## config.mk

```make
export PLATFORM = sky130hd
export DESIGN_NAME = masked_sprite_blit_with_clip
export DESIGN_NICKNAME = d
export VERILOG_FILES = /design/src/hdl/msbwc_pkg.sv /design/src/hdl/msbwc_front.sv /design/src/hdl/msbwc_fifo.sv /design/src/hdl/msbwc_back.sv /design/src/hdl/masked_sprite_blit_with_clip.sv
export SDC_FILE = /design/constraint.sdc
export NUM_CORES = 1
export LEC_CHECK = 0
export ABC_AREA = 1
export ABC_CLOCK_PERIOD_IN_PS = 3800
export BUFFER_PORTS_ARGS = -buffer_cell sky130_fd_sc_hd__buf_2
export CORE_UTILIZATION = 61
export CTS_BUF_LIST = sky130_fd_sc_hd__clkbuf_16
export DETAILED_ROUTE_END_ITERATION = 10
export PLACE_DENSITY = 0.78
export SLEW_MARGIN = 20
export SYNTH_ARGS = -nofsm -noshare
export SYNTH_HDL_FRONTEND = slang
export SYNTH_SLANG_ARGS = --single-unit
export TNS_END_PERCENT = 50
```

## constraint.sdc

```tcl
create_clock -name clk -period 3.8 [get_ports clk]
set_clock_uncertainty 0.15 [all_clocks]
set_input_delay 0.76 -clock clk [delete_from_list [all_inputs] [get_ports clk]]
set_output_delay 0.76 -clock clk [all_outputs]
set_load 0.05 [all_outputs]
```

## src/hdl/msbwc_pkg.sv

```systemverilog
// ----------------------------------------------------------------------------
// Masked sprite blitter package
// Screen and sprite limits, register indexes, queue entry type.
// ----------------------------------------------------------------------------
`default_nettype none

package msbwc_pkg;

	localparam int SCREEN_WIDTH    = 320;
	localparam int SCREEN_HEIGHT   = 240;
	localparam int MAX_SPRITE_SIDE = 256;

	localparam int CNT_W    = $clog2(MAX_SPRITE_SIDE);
	localparam int POS_W    = 14;
	localparam int SIZE_W   = 9;
	localparam int SPOS_W   = 12;
	localparam int REF_W    = 8;
	localparam int PIX_W    = 8;
	localparam int SX_W     = 9;
	localparam int SY_W     = 8;

	localparam int CFG_IDX_W  = 3;
	localparam int CFG_DATA_W = 12;

	localparam logic [CFG_IDX_W-1:0] CFG_SPRITE_X      = 3'd0;
	localparam logic [CFG_IDX_W-1:0] CFG_SPRITE_Y      = 3'd1;
	localparam logic [CFG_IDX_W-1:0] CFG_REF_X         = 3'd2;
	localparam logic [CFG_IDX_W-1:0] CFG_REF_Y         = 3'd3;
	localparam logic [CFG_IDX_W-1:0] CFG_SPRITE_WIDTH  = 3'd4;
	localparam logic [CFG_IDX_W-1:0] CFG_SPRITE_HEIGHT = 3'd5;
	localparam logic [CFG_IDX_W-1:0] CFG_SHADOW_MODE   = 3'd6;

	localparam logic [PIX_W-1:0] SHADOW_ADD = 8'h06;

	localparam int FIFO_DEPTH = 4;
	localparam int FIFO_AW    = $clog2(FIFO_DEPTH);

	typedef enum logic [1:0] {
		KIND_CLIP   = 2'd0,
		KIND_KEEP   = 2'd1,
		KIND_SHADOW = 2'd2,
		KIND_SPRITE = 2'd3
	} blit_kind_t;

	typedef struct packed {
		blit_kind_t       kind;
		logic [SX_W-1:0]  screen_x;
		logic [SY_W-1:0]  screen_y;
		logic [PIX_W-1:0] data;
		logic             last;
	} blit_op_t;

	// last column/row index for a programmed size: 0 reads as 1, clamp at max
	function automatic logic [CNT_W-1:0] side_last(input logic [SIZE_W-1:0] s);
		logic [CNT_W-1:0] r;
		if (s == '0) begin
			r = '0;
		end else if (int'(s) > MAX_SPRITE_SIDE) begin
			r = CNT_W'(MAX_SPRITE_SIDE - 1);
		end else begin
			r = CNT_W'(int'(s) - 1);
		end
		return r;
	endfunction

endpackage

`default_nettype wire

```

## src/hdl/msbwc_front.sv

```systemverilog
// ----------------------------------------------------------------------------
// Masked sprite blitter: front end
// Holds the registers and raster counters, clips each pixel and classifies it.
// ----------------------------------------------------------------------------
`default_nettype none

module msbwc_front import msbwc_pkg::*; (
	input  wire logic                  clk,
	input  wire logic                  arst_n,
	input  wire logic                  cfg_valid,
	output      logic                  cfg_ready,
	input  wire logic [CFG_IDX_W-1:0]  cfg_index,
	input  wire logic [CFG_DATA_W-1:0] cfg_data,
	input  wire logic                  in_valid,
	output      logic                  in_ready,
	input  wire logic [PIX_W-1:0]      sprite_pixel,
	input  wire logic [PIX_W-1:0]      screen_pixel,
	input  wire logic [PIX_W-1:0]      background_pixel,
	output      logic                  push,
	output      blit_op_t              push_op,
	input  wire logic                  q_full
);

	logic signed [SPOS_W-1:0] sprite_x_q;
	logic signed [SPOS_W-1:0] sprite_y_q;
	logic [REF_W-1:0]         ref_x_q;
	logic [REF_W-1:0]         ref_y_q;
	logic [SIZE_W-1:0]        width_q;
	logic [SIZE_W-1:0]        height_q;
	logic                     shadow_q;
	logic [CNT_W-1:0]         col_q;
	logic [CNT_W-1:0]         row_q;

	logic signed [POS_W-1:0] pos_x;
	logic signed [POS_W-1:0] pos_y;
	logic                    on_screen;
	logic                    row_end;
	logic                    last;

	assign cfg_ready = 1'b1;
	assign in_ready  = !q_full;
	assign push      = in_valid && !q_full;

	always_ff @(posedge clk or negedge arst_n) begin
		if (!arst_n) begin
			sprite_x_q <= '0;
			sprite_y_q <= '0;
			ref_x_q    <= '0;
			ref_y_q    <= '0;
			width_q    <= SIZE_W'(1);
			height_q   <= SIZE_W'(1);
			shadow_q   <= 1'b0;
		end else if (cfg_valid) begin
			case (cfg_index)
				CFG_SPRITE_X:      sprite_x_q <= cfg_data[SPOS_W-1:0];
				CFG_SPRITE_Y:      sprite_y_q <= cfg_data[SPOS_W-1:0];
				CFG_REF_X:         ref_x_q    <= cfg_data[REF_W-1:0];
				CFG_REF_Y:         ref_y_q    <= cfg_data[REF_W-1:0];
				CFG_SPRITE_WIDTH:  width_q    <= cfg_data[SIZE_W-1:0];
				CFG_SPRITE_HEIGHT: height_q   <= cfg_data[SIZE_W-1:0];
				CFG_SHADOW_MODE:   shadow_q   <= cfg_data[0];
				default: ;
			endcase
		end
	end

	always_comb begin
		pos_x = POS_W'(sprite_x_q) - $signed({{(POS_W-REF_W){1'b0}}, ref_x_q})
			+ $signed({{(POS_W-CNT_W){1'b0}}, col_q});
		pos_y = POS_W'(sprite_y_q) - $signed({{(POS_W-REF_W){1'b0}}, ref_y_q})
			+ $signed({{(POS_W-CNT_W){1'b0}}, row_q});
		on_screen = !pos_x[POS_W-1] && (pos_x < $signed(POS_W'(SCREEN_WIDTH)))
			&& !pos_y[POS_W-1] && (pos_y < $signed(POS_W'(SCREEN_HEIGHT)));
		row_end = col_q >= side_last(width_q);
		last    = row_end && (row_q >= side_last(height_q));
	end

	always_comb begin
		push_op.last = last;
		if (!on_screen) begin
			push_op.kind     = KIND_CLIP;
			push_op.screen_x = '0;
			push_op.screen_y = '0;
			push_op.data     = '0;
		end else begin
			push_op.screen_x = pos_x[SX_W-1:0];
			push_op.screen_y = pos_y[SY_W-1:0];
			if (sprite_pixel == '0) begin
				push_op.kind = KIND_KEEP;
				push_op.data = screen_pixel;
			end else if (shadow_q) begin
				push_op.kind = KIND_SHADOW;
				push_op.data = background_pixel;
			end else begin
				push_op.kind = KIND_SPRITE;
				push_op.data = sprite_pixel;
			end
		end
	end

	always_ff @(posedge clk or negedge arst_n) begin
		if (!arst_n) begin
			col_q <= '0;
			row_q <= '0;
		end else if (push) begin
			if (last) begin
				col_q <= '0;
				row_q <= '0;
			end else if (row_end) begin
				col_q <= '0;
				row_q <= row_q + CNT_W'(1);
			end else begin
				col_q <= col_q + CNT_W'(1);
			end
		end
	end

endmodule

`default_nettype wire

```

## src/hdl/msbwc_fifo.sv

```systemverilog
// ----------------------------------------------------------------------------
// Masked sprite blitter: operation queue
// Short first-in first-out buffer between front and back end.
// ----------------------------------------------------------------------------
`default_nettype none

module msbwc_fifo import msbwc_pkg::*; (
	input  wire logic     clk,
	input  wire logic     arst_n,
	input  wire logic     push,
	input  wire blit_op_t push_op,
	output      logic     full,
	input  wire logic     pop,
	output      blit_op_t pop_op,
	output      logic     not_empty
);

	blit_op_t               mem_q [FIFO_DEPTH];
	logic [FIFO_AW-1:0]     wr_ptr_q;
	logic [FIFO_AW-1:0]     rd_ptr_q;
	logic [FIFO_AW:0]       count_q;

	assign full      = count_q == (FIFO_AW+1)'(FIFO_DEPTH);
	assign not_empty = count_q != '0;
	assign pop_op    = mem_q[rd_ptr_q];

	always_ff @(posedge clk) begin
		if (push) begin
			mem_q[wr_ptr_q] <= push_op;
		end
	end

	always_ff @(posedge clk or negedge arst_n) begin
		if (!arst_n) begin
			wr_ptr_q <= '0;
			rd_ptr_q <= '0;
			count_q  <= '0;
		end else begin
			if (push) begin
				wr_ptr_q <= (int'(wr_ptr_q) == FIFO_DEPTH - 1) ? '0 : wr_ptr_q + FIFO_AW'(1);
			end
			if (pop) begin
				rd_ptr_q <= (int'(rd_ptr_q) == FIFO_DEPTH - 1) ? '0 : rd_ptr_q + FIFO_AW'(1);
			end
			if (push && !pop) begin
				count_q <= count_q + (FIFO_AW+1)'(1);
			end else if (pop && !push) begin
				count_q <= count_q - (FIFO_AW+1)'(1);
			end
		end
	end

endmodule

`default_nettype wire

```

## src/hdl/msbwc_back.sv

```systemverilog
// ----------------------------------------------------------------------------
// Masked sprite blitter: back end
// Composes the written pixel and holds it in the output register.
// ----------------------------------------------------------------------------
`default_nettype none

module msbwc_back import msbwc_pkg::*; (
	input  wire logic             clk,
	input  wire logic             arst_n,
	input  wire logic             q_valid,
	input  wire blit_op_t         q_op,
	output      logic             pop,
	output      logic             out_valid,
	input  wire logic             out_ready,
	output      logic             write_enable,
	output      logic [SX_W-1:0]  screen_x,
	output      logic [SY_W-1:0]  screen_y,
	output      logic [PIX_W-1:0] pixel_value,
	output      logic             last_pixel
);

	logic             valid_q;
	logic             we_q;
	logic [SX_W-1:0]  sx_q;
	logic [SY_W-1:0]  sy_q;
	logic [PIX_W-1:0] pix_q;
	logic             last_q;
	logic [PIX_W-1:0] pix_d;

	assign pop = q_valid && (!valid_q || out_ready);

	always_comb begin
		case (q_op.kind)
			KIND_CLIP:   pix_d = '0;
			KIND_KEEP:   pix_d = q_op.data;
			KIND_SHADOW: pix_d = q_op.data + SHADOW_ADD;
			KIND_SPRITE: pix_d = q_op.data;
			default:     pix_d = '0;
		endcase
	end

	always_ff @(posedge clk or negedge arst_n) begin
		if (!arst_n) begin
			valid_q <= 1'b0;
		end else if (!valid_q || out_ready) begin
			valid_q <= q_valid;
		end
	end

	always_ff @(posedge clk) begin
		if (pop) begin
			we_q   <= q_op.kind != KIND_CLIP;
			sx_q   <= q_op.screen_x;
			sy_q   <= q_op.screen_y;
			pix_q  <= pix_d;
			last_q <= q_op.last;
		end
	end

	assign out_valid    = valid_q;
	assign write_enable = we_q;
	assign screen_x     = sx_q;
	assign screen_y     = sy_q;
	assign pixel_value  = pix_q;
	assign last_pixel   = last_q;

endmodule

`default_nettype wire

```

## src/hdl/masked_sprite_blit_with_clip.sv

```systemverilog
// ----------------------------------------------------------------------------
// Masked sprite blitter with clipping
// Places streamed sprite pixels on screen, clips them and applies the mask.
// ----------------------------------------------------------------------------
// One sprite pixel is taken every clock and one result leaves every clock
// while the output is not stalled. The front end (raster counters and clip
// compare) feeds a four-entry queue that the back end drains into a single
// output register, so a stalled output holds up the input only once the
// queue is full. Write registers through the configuration channel only
// while no pixel is in flight (not enforced by the block); the counters
// carry on across writes and return to the first pixel after the last one.
`default_nettype none

module masked_sprite_blit_with_clip import msbwc_pkg::*; (
	input  wire logic                  clk,
	input  wire logic                  arst_n,
	input  wire logic                  cfg_valid,
	output      logic                  cfg_ready,
	input  wire logic [CFG_IDX_W-1:0]  cfg_index,
	input  wire logic [CFG_DATA_W-1:0] cfg_data,
	input  wire logic                  s_tvalid,
	output      logic                  s_tready,
	input  wire logic [23:0]           s_tdata,  // sprite_pixel, screen_pixel, background_pixel
	output      logic                  m_tvalid,
	input  wire logic                  m_tready,
	output      logic [31:0]           m_tdata,  // screen_x, screen_y, pixel_value, zero pad
	output      logic                  m_tuser,  // write_enable
	output      logic                  m_tlast
);

	logic             push;
	blit_op_t         push_op;
	logic             q_full;
	logic             pop;
	blit_op_t         pop_op;
	logic             q_valid;
	logic [SX_W-1:0]  screen_x;
	logic [SY_W-1:0]  screen_y;
	logic [PIX_W-1:0] pixel_value;

	msbwc_front u_front (
		.clk              (clk),
		.arst_n           (arst_n),
		.cfg_valid        (cfg_valid),
		.cfg_ready        (cfg_ready),
		.cfg_index        (cfg_index),
		.cfg_data         (cfg_data),
		.in_valid         (s_tvalid),
		.in_ready         (s_tready),
		.sprite_pixel     (s_tdata[7:0]),
		.screen_pixel     (s_tdata[15:8]),
		.background_pixel (s_tdata[23:16]),
		.push             (push),
		.push_op          (push_op),
		.q_full           (q_full)
	);

	msbwc_fifo u_fifo (
		.clk       (clk),
		.arst_n    (arst_n),
		.push      (push),
		.push_op   (push_op),
		.full      (q_full),
		.pop       (pop),
		.pop_op    (pop_op),
		.not_empty (q_valid)
	);

	msbwc_back u_back (
		.clk          (clk),
		.arst_n       (arst_n),
		.q_valid      (q_valid),
		.q_op         (pop_op),
		.pop          (pop),
		.out_valid    (m_tvalid),
		.out_ready    (m_tready),
		.write_enable (m_tuser),
		.screen_x     (screen_x),
		.screen_y     (screen_y),
		.pixel_value  (pixel_value),
		.last_pixel   (m_tlast)
	);

	assign m_tdata = {7'd0, pixel_value, screen_y, screen_x};

endmodule

`default_nettype wire

```

* Word-level counts from Yosys, hierarchy flattened
Memories as Yosys holds them, arrays and structs flattened.
Cells that the tools add are included.
** Operators by class
- Add/subtract/negate cells :: 13
- Eq/ne operators :: 12
- Magnitude comparators :: 6
- Reduce and logical (&&, ||, !) cells :: 33
- Muxes and demuxes :: 20
** Operator list (number)
- $mux 8 :: 10
- $add 14x9->14 :: 2
- $mux 27 :: 1
- $sub 12x9->13 :: 2
- $pmux 8 s3 :: 1
- $gt 9x9->1 const B :: 2
- $logic_not 9->1 :: 2
- $add 8x1->8 const B :: 2
- $ge 8x8->1 :: 2
- $reduce_and 2->1 :: 8
- $sub 8x1->8 const B :: 2
- $lt 14x10->1 const B :: 1
- $lt 14x9->1 const B :: 1
- $eq 3x3->1 const B :: 4
- $add 8x3->8 const B :: 1
- $logic_and 1x1->1 :: 8
- $logic_not 8->1 :: 1
- $eq 2x1->1 const B :: 3
- $eq 3x2->1 const B :: 2
- $logic_not 1->1 :: 6
- $mux 2 :: 3
- $mux 3 :: 2
- $reduce_bool 2->1 :: 3
- $add 2x1->2 const B :: 2
- other kinds (10) :: 13
** Word-level totals
- RAM bits :: 112
- Bits in registers :: 110
- Word-level logic and storage cells :: 103
- Output and inout port bits :: 37
- Memories :: 1
- Input bits :: 44
** Memories
- u_fifo.mem_q :: words 4, bits a word 28, rd ports 1, clocked after Yosys merged registers in 0, wr ports 1, line msbwc_fifo.sv:18 : blit_op_t mem_q [FIFO_DEPTH];

* Longest topological paths before layout
Gate-level depths: netlist of run 1.
- Depth in word-level cells :: 7
- Gate-level depth with buffers :: 23
- Depth with buffers taken out :: 22

* Cells and area by module
Synthesis of run 1 repeated with hierarchy kept, for this count alone.
** Unflattened totals
- Cells, all modules :: 1322
- Area total of the unflattened synthesis :: 12022.8 µm²
** By module, submodules not included
- msbwc_front :: cells an instance 856, area an instance 5967.0 µm², instances 1
- msbwc_fifo :: cells an instance 379, area an instance 4947.2 µm², instances 1
- msbwc_back :: cells an instance 79, area an instance 1052.3 µm², instances 1
- masked_sprite_blit_with_clip :: cells an instance 8, area an instance 56.3 µm², instances 1

* Least setup slack after synthesis of run 1
Ideal clock, no wire load.
- Path kind :: input-to-reg
- Start :: in m_tready
- End :: reg u_fifo.count_q[1]
- Setup time :: 123 ps
- Data required time :: 3527 ps
- Path slack :: 108 ps
- Arrival time :: 3419 ps
- Cell stages on the path :: 8
- Buffers on the path :: 0
- Cells stage by stage :: nor2_1 a31oi_1 inv_1 ha_1 inv_1 fa_1 nor2_1 a21oi_1
** On the way
- Longest elaborated chain between the ends :: 5
- Elaborated cells between the ends (all ways) :: 7
** RTL lines
- start: declaration :: line masked_sprite_blit_with_clip.sv:25 : input wire logic m_tready,
- $logic_or 1x1->1 * :: line msbwc_back.sv:30 : assign pop = q_valid && (!valid_q || out_ready);
- $logic_and 1x1->1 * :: line msbwc_back.sv:30
- named net pop :: line masked_sprite_blit_with_clip.sv:34 : logic pop;
- $logic_not 1->1 :: line msbwc_fifo.sv:45 : if (push && !pop) begin
- $logic_and 1x1->1 :: line msbwc_fifo.sv:45
- $mux 3 / $reduce_bool 2->1 (equally long branches)
- end signal: assignment :: line msbwc_fifo.sv:46 : count_q <= count_q + (FIFO_AW+1)'(1);
- end signal: assignment :: line msbwc_fifo.sv:48 : count_q <= count_q - (FIFO_AW+1)'(1);
- end: declaration :: line msbwc_fifo.sv:21 : logic [FIFO_AW:0] count_q;
The timed path passes the listed nets; every way through them passes the cells marked *.
A chain may end at the register's enable or synchronous reset.

==> results of run 1 <==
==> flip-flops by register name, indices dropped and copies added (netlist names) <==
| register | cells |
|---|---|
| u_back.pixel_value | 8 |
| u_front.col_q | 8 |
| u_back.last_pixel | 1 |
| u_back.screen_x | 9 |
| u_front.shadow_q | 1 |
| u_fifo.count_q | 3 |
| u_front.ref_x_q | 8 |
| u_front.sprite_y_q | 12 |
| u_front.height_q | 9 |
| u_back.write_enable | 1 |
| u_front.sprite_x_q | 12 |
| u_back.out_valid | 1 |
| u_front.width_q | 9 |
| u_fifo.mem_q | 112 |
| u_front.row_q | 8 |
| u_fifo.rd_ptr_q | 2 |
| u_fifo.wr_ptr_q | 2 |
| u_back.screen_y | 8 |
| u_front.ref_y_q | 8 |
==> synth_stat cells, types with 3 or more instances <==
cell      count
a21oi_1      44
a31oi_1       8
a32oi_1       4
buf_2         5
buf_4         9
buf_6         3
clkbuf_1     23
dfrtp_1      81
edfxtp_1    139
fa_1          5
ha_1         59
inv_1       161
inv_2         6
nand2_1     262
nand2_2       7
nand3_1      42
nand3_2       3
nand3b_1      7
nand4_1      13
nor2_1      125
nor2_2        8
nor3_1       22
nor3_2       20
o21ai_0     147
o22ai_1      21
o31ai_1       6
xnor2_1      14
xor2_1       12
==> power by group through the flow <==
| stage | logic [mW] | registers [mW] | clock network (mW) |
|---|---|---|---|
| 5_1_grt | 6.47 | 3.71 | 2.21 |
| 2_1_floorplan | 3.59 | 4.16 | 0 |
| 3_5_place_dp | 5.38 | 3.68 | 0 |
| 6_report | 5.81 | 3.65 | 2.10 |
| 3_3_place_gp | 5.25 | 3.67 | 0 |
| 4_1_cts | 5.44 | 3.64 | 2.12 |
==> critical path, stage by stage (launching register included) <==
cell and delay [ns]:
dfrtp_1 0.38, ha_2 0.20, fa_2 0.34, buf_4 0.14, xnor2_1 0.20, ha_1 0.31, or2_2 0.33, nand3_1 0.11
buf_4 0.12, nand3b_1 0.08, nand2_2 0.11, nand2_1 0.07, nand3_1 0.08, nand3_2 0.11, nor2_4 0.14, nand3_4 0.16
buf_6 0.23, nor3_2 0.22
==> what timing repair did <==
| action | 4_1_cts | 5_1_grt |
|---|---|---|
| setup buffers | 0 | 10 |
| pin swaps | 0 | 10 |
| resized for setup | 5 | 44 |
| endpoints found under the setup margin | 16 | 114 |
| hold buffers | 0 | 0 |
| gates cloned | 0 | 1 |
==> logic make-up after synthesis <==
| family | Yosys count | share of synthesized area [%] |
|---|---|---|
| and+or+nand+nor | 521 | 19.7 |
| other | 2 | 0.0633 |
| buffers and inverters | 210 | 7.17 |
| xor gates and xnor gates | 26 | 1.92 |
| AOI/OAI and AO/OA | 245 | 11.3 |
| adders and majority gates | 64 | 7.07 |
| DFF | 222 | 52.7 |
==> per-layer routing <==
metal	global-route usage [%]	vias up	share of wire (%)
met4	7.98	0	3.0
met5	0	-	0
met2	43.2	284	49
met1	34.6	4243	44
li1	-	4522	-
met3	2.97	51	4.6
==> cells in the final DEF (no fill, tap or decap), types with 4 or more instances in the layout <==
cell       netlist  final
nand2_1        262    257
inv_1          161    162
o21ai_0        147    145
edfxtp_1       139    139
nor2_1         125    121
dfrtp_1         81     81
buf_2            5     71
ha_1            59     56
nand3_1         42     41
a21oi_1         44     41
buf_4            9     25
clkbuf_16        0     24
o22ai_1         21     21
nor3_4           0     19
nor3_1          22     15
xnor2_1         14     14
nand4_1         13     13
nand2_2          7     12
xor2_1          12     12
nor2_2           8     12
clkinv_1         2      9
nor3_2          20      8
conb_1           2      8
nand3b_1         7      7
inv_2            6      7
o31ai_1          6      6
clkinv_2         0      6
a21oi_2          2      5
a31oi_1          8      5
nand3_2          3      4
a32oi_1          4      4
==> worst paths after layout <==
check                      cells past startpoint                                end  slack (ns)                            from
hold / removal                                 1       u_front.col_q[5]$_DFFE_PN0P_        0.18                          arst_n
min in group clk                               2       u_back.out_valid$_DFFE_PN0N_        0.27                        m_tready
setup reg to reg                              17      u_fifo.mem_q[0][16]$_DFFE_PP_        0.14  u_front.ref_x_q[0]$_DFFE_PN0P_
max in group asynchronous                      2  u_front.sprite_y_q[5]$_DFFE_PN0P_        2.60                          arst_n
hold reg to reg                                2     u_front.ref_y_q[7]$_DFFE_PN0P_        0.34  u_front.ref_y_q[7]$_DFFE_PN0P_
setup / recovery                              17      u_fifo.mem_q[0][16]$_DFFE_PP_        0.14  u_front.ref_x_q[0]$_DFFE_PN0P_
==> metrics by stage <==
stage	cells	instance area (µm²)
3_5_place_dp	1604	12500
4_1_cts	1646	13300
6_report	1657	13600
3_3_place_gp	1604	12500
2_1_floorplan	1296	11900
5_1_grt	1657	13600
==> layout make-up <==
cell class | count | area share [%]
repair buffers | 100 | 4.51
clock buffers | 23 | 4.25
multi-input cells | 864 | 37.1
flip-flops and latches | 222 | 46.1
clock inverters | 19 | 0.969
inverters | 169 | 4.68
well taps | 260 | 2.40
==> results.md, run 1 <==
- Via count: 9,100
- P_leak: between 6 and 7 nW
- Final Net Count: about 1,500
- MaxCap Viol Count: 0
- Crit end category: flip-flop
- Worst EP arrival: approximately 3.8 ns
- Syn-to-layout area delta: 14.3%
- Status: finished clean
- TritonCTS Buffers: 23
- Pre-Repair DR Iteration Count: 5
- Mean post-synth cell area: a little over 9 µm²
- Combinational group share of total power: 50.3%
- Register area share after synthesis: 52.7%
- GRT Total Usage: around a quarter
- Hold slack final: ~0.18 ns
- Yosys warning count: 0
- Sw Share: 45.3%
- Initial antenna violation count: 1
- Fraction of layout cells with a size suffix above 1: between 15 and 20%
- Least-Margin Pin Slew: ~0.8 ns
- Setup WS pre-CTS: -0.0696 ns
- FMAX: between 0.2 and 0.3 GHz
- DRC: 0
- Ys async rst share: 37.4%
- Routed Antenna Nets: 0
- Worst min path class: in -> async
- CTS sink cnt: 222
- Worst endpoint required time: about 4.0 ns
- P_sw: between 5 and 6 mW
- TritonCTS clock tree: yes
- First-pass GRT wire length: 40,500 µm
- Initial core utilization: a little over three fifths
- DR iter-0 viols: between 700 and 800
- Largest net degree at the start of global routing: 60
- Number of synthesized flops with an enable pin: approximately 140
- Clock transition at path regs: around 0.060 ns
- Top post-synthesis cells by area: edfxtp_1, dfrtp_1, nand2_1
- Wire per inst: around 15 µm
- Critical-path maximum fanout: 11
- H-tree depth: 1
- Dominant synthesized flop cell: edfxtp_1
- Synthesized area: between 10,000 and 15,000 µm²
- Core area: approximately 19,000 µm²
- Fin crit share: approximately 96%
- Clock network power share: between 10% and 20%
- Fillers: 1,397
- Final setup fails: 0
- Syn Inst Count: between 1,000 and 1,500
- Seq pwr share: a little under a third
- Final wirelength: around 25,000 µm
- Relative slew margins: between 40% and 50%
- Port Buffer Count: 72
- Vias in the first global route: 8,379
- DR vias/cell: 5.49
- Total power: 11.6 mW
- CTS root buffer: clkbuf_16
- Die X: approximately 140 µm
- Num ports: 81
- Overflow after GRT: 0
- # diodes: 0
- VDD IR max: 0.524 mV
- Power Density: around 850 nW/µm²
- Dominant cell type by area after synthesis: edfxtp_1
- Largest buffer count on any clock path: 3
- Crit path launch type: flip-flop
- HPWL after DPL: around 17,000 µm
- Register bit total from synthesis: between 200 and 250
- Crit path kind: reg -> reg
- RePlAce Congestion: 0.912
- Finished Core Util: between 70% and 80%
- P_int: roughly 6.3 mW
- Worst skew pair latency: ~0.53 ns
- Share of the synthesized area in the top cell type: a little over a third
- Min Tclk post-route: roughly 3.7 ns
- Final setup margin: 0.142 ns
- Max-slew violation count: 0
- Die area: approximately 20,000 µm²
- Multi-input gate area: 5020 µm²
- Final Hold Vio Count: 0
- Sequential cell area: approximately 6300 µm²
- Die height: between 100 and 150 µm
- Netlist cell types: 50
- # rows: 50
- Total negative slack: 0 ns
Power figures use the tool's default switching activity.
==> run 2: changes to the inputs <==
--- a/config.mk
+++ b/config.mk
@@ -6,7 +6,7 @@
 export NUM_CORES = 1
 export LEC_CHECK = 0
 export ABC_AREA = 1
-export ABC_CLOCK_PERIOD_IN_PS = 3800
+export ABC_CLOCK_PERIOD_IN_PS = 4050
 export BUFFER_PORTS_ARGS = -buffer_cell sky130_fd_sc_hd__buf_2
 export CORE_UTILIZATION = 61
 export CTS_BUF_LIST = sky130_fd_sc_hd__clkbuf_16
==> constraint.sdc (replaced) <==
create_clock -name clk -period 4.05 [get_ports clk]
set_clock_uncertainty 0.15 [all_clocks]
set_input_delay 0.81 -clock clk [delete_from_list [all_inputs] [get_ports clk]]
set_output_delay 0.81 -clock clk [all_outputs]
set_load 0.05 [all_outputs]
==> run 2 against run 1 <==
  * Via count shrank 0.42%
  * Cell area shrank 1.1%
  * Largest cell class unchanged
  * Combinational power shrank 6.7%
  * Global-route usage grew 0.52 points
  * Maximum frequency shrank 5.6%
==> results.md, run 2 (synthesized netlist as in run 1, its figures left out) <==
- # rows: 50
- Largest register FFs: about 110
- Power Density: 804 nW/µm²
- Delay-heaviest family, CP: simple AND/OR/NAND/NOR gates
- RSZ-0062 raised after global routing: true
- Syn-to-layout area delta: 13.0%
- Worst min path class: in -> async
- Final wirelength: between 20,000 and 30,000 µm
- Final setup margin: between 0.15 and 0.2 ns
- CTS root buffer: clkbuf_16
- Status: finished clean
- CTS sink cnt: 222
- Initial core utilization: a little over three fifths
- TritonCTS clock tree: yes
- Fin crit share: a little over nine tenths
- Largest buffer count on any clock path: 3
- Die X: ~140 µm
- Crit end category: flip-flop
- Initial antenna violation count: 0
- Critical-path maximum fanout: 8
- Final Hold Vio Count: 0
- FMAX: roughly 0.26 GHz
- Pre-Repair DR Iteration Count: 5
- Least-Margin Pin Slew: between 0.9 and 1 ns
- Worst path buffer plus inverter count: 2
- Routed Antenna Nets: 0
- Vias in the first global route: between 8,000 and 9,000
- RR Startpoint: u_front.ref_y_q[0]$_DFFE_PN0P_
- P_leak: around 6.1 nW
- Hold Buf Count CTS: 0
- Final Net Count: between 1,000 and 1,500
- Slowest cell on the critical path: fa_1
- Wire per inst: ~15 µm
- Cell mode on critical path: nand2_1
- DR vias/cell: 5.47
- Most common cell after layout, fill and taps aside: nand2_1
- TritonCTS Buffers: 23
- Core area: approximately 19,000 µm²
- MaxCap Viol Count: 0
- Relative slew margins: between 30% and 40%
- Final instance area: 13,400 µm²
- Worst EP arrival: 4.05 ns
- Largest net degree at the start of global routing: between 70 and 80
- Port Buffer Count: 72
- Crit path launch type: flip-flop
- Overflow after GRT: 0
- Largest reg by FF count: u_fifo.mem_q
- CP Cell Sequence: ha_1 -> fa_1 -> nand3b_1 -> nand2_1 -> a31oi_1 -> xnor2_1 -> ha_1 -> nand2_1 -> inv_1 -> a21oi_1 -> nand3b_1 -> nand2_1 -> nand3b_1 -> nand2_1 -> nor2_2 -> nand3_4 -> buf_4 -> nor3_2
- Worst skew pair latency: 0.53 ns
- Hold slack final: about 0.26 ns
- Final setup fails: 0
- Via count: 9,062
- Worst endpoint required time: around 4.2 ns
- H-tree depth: 1
- Post-DP Area: roughly 13,000 µm²
- Die area: roughly 20,000 µm²
- FF-to-FF setup slack: approximately 0.18 ns
- Worst-case reg-to-reg path depth: 18
- Biggest regs: u_fifo.mem_q x112, u_front.sprite_x_q x12, u_front.sprite_y_q x12
- Most frequent cells in the layout: nand2_1, inv_1, o21ai_0, edfxtp_1, nor2_1
- Fraction of layout cells with a size suffix above 1: between 10 and 15%
- Num ports: 81
- Crit path kind: reg -> reg
- Max-slew violation count: 0
- Die height: roughly 140 µm
- HPWL after DPL: around 17,000 µm
- # diodes: 0
- Clock transition at path regs: 0.06 ns
- RePlAce Congestion: about 0.93
- VDD IR max: around 0.38 mV
- DR iter-0 viols: between 600 and 700
- Worst r2r dst: u_fifo.mem_q[0][7]$_DFFE_PP_
- Setup WS pre-CTS: between 0.07 and 0.08 ns
- GRT Total Usage: 26.0%
- Min Tclk post-route: 3.87 ns
- First-pass GRT wire length: between 40,000 and 50,000 µm
- DRC: 0
- CP peak stage delay: roughly 0.40 ns
==> run 2: per-stage QoR <==
| stage | utilization (%) | TNS (ns) | total power, mW | cells |
|---|---|---|---|---|
| floorplan | - | 0 | 7.27 | 1296 |
| global placement | 66.2 | 0 | 8.38 | 1601 |
| detailed placement | 66.2 | 0 | 8.51 | 1601 |
| CTS | 69.8 | 0 | 10.4 | 1643 |
| global route | 71.0 | -1.58 | 11.6 | 1656 |
| finish | 71.0 | 0 | 10.8 | 1656 |
==> run 2: final cells by class <==
| type | instances | area, µm² |
|---|---|---|
| clock buffer | 23 | 576 |
| clock inverter | 19 | 104 |
| fill | 1457 | 5490 |
| inverter | 169 | 634 |
| multi-input combinational | 865 | 4930 |
| sequential | 222 | 6250 |
| tap | 260 | 325 |
| timing repair buffer | 98 | 583 |
==> run 2: how the worst max path moves through the flow <==
stage | startpoint | endpoint | depth (start not counted)
final | u_front.ref_y_q[0]$_DFFE_PN0P_ | u_fifo.mem_q[0][7]$_DFFE_PP_ | 18
after global routing | u_front.ref_y_q[0]$_DFFE_PN0P_ | u_fifo.mem_q[3][8]$_DFFE_PP_ | 21
after CTS | u_front.ref_y_q[0]$_DFFE_PN0P_ | u_fifo.mem_q[3][21]$_DFFE_PP_ | 21
after detailed placement | u_front.ref_y_q[0]$_DFFE_PN0P_ | u_fifo.mem_q[1][21]$_DFFE_PP_ | 21
after global placement | u_front.ref_y_q[0]$_DFFE_PN0P_ | u_fifo.mem_q[0][20]$_DFFE_PP_ | 21
after floorplan | m_tready | u_fifo.count_q[1]$_DFFE_PN0P_ | 8
==> run 2: timing repair <==
| action | in CTS | in global routing |
|---|---|---|
| buffers inserted | 0 | 12 |
| endpoints found under the setup margin | 0 | 109 |
| gates resized for setup | 0 | 22 |
| hold endpoints to repair | 0 | 0 |
==> run 2: power breakdown <==
group	switching, mW	internal (mW)	leakage (nW)
Sequential	0.344	3.10	2.37
Combinational	3.66	1.75	3.36
Clock	0.877	1.04	0.347
Total	4.89	5.89	6.08
==> run 2: metal layers <==
layer	GRT usage, %	vias to the layer above	routed length, µm
li1	-	4504	-
met5	0	-	0
met4	9.85	0	904
met1	33.6	4216	10800
met2	45.0	282	12200
met3	3.27	60	1340
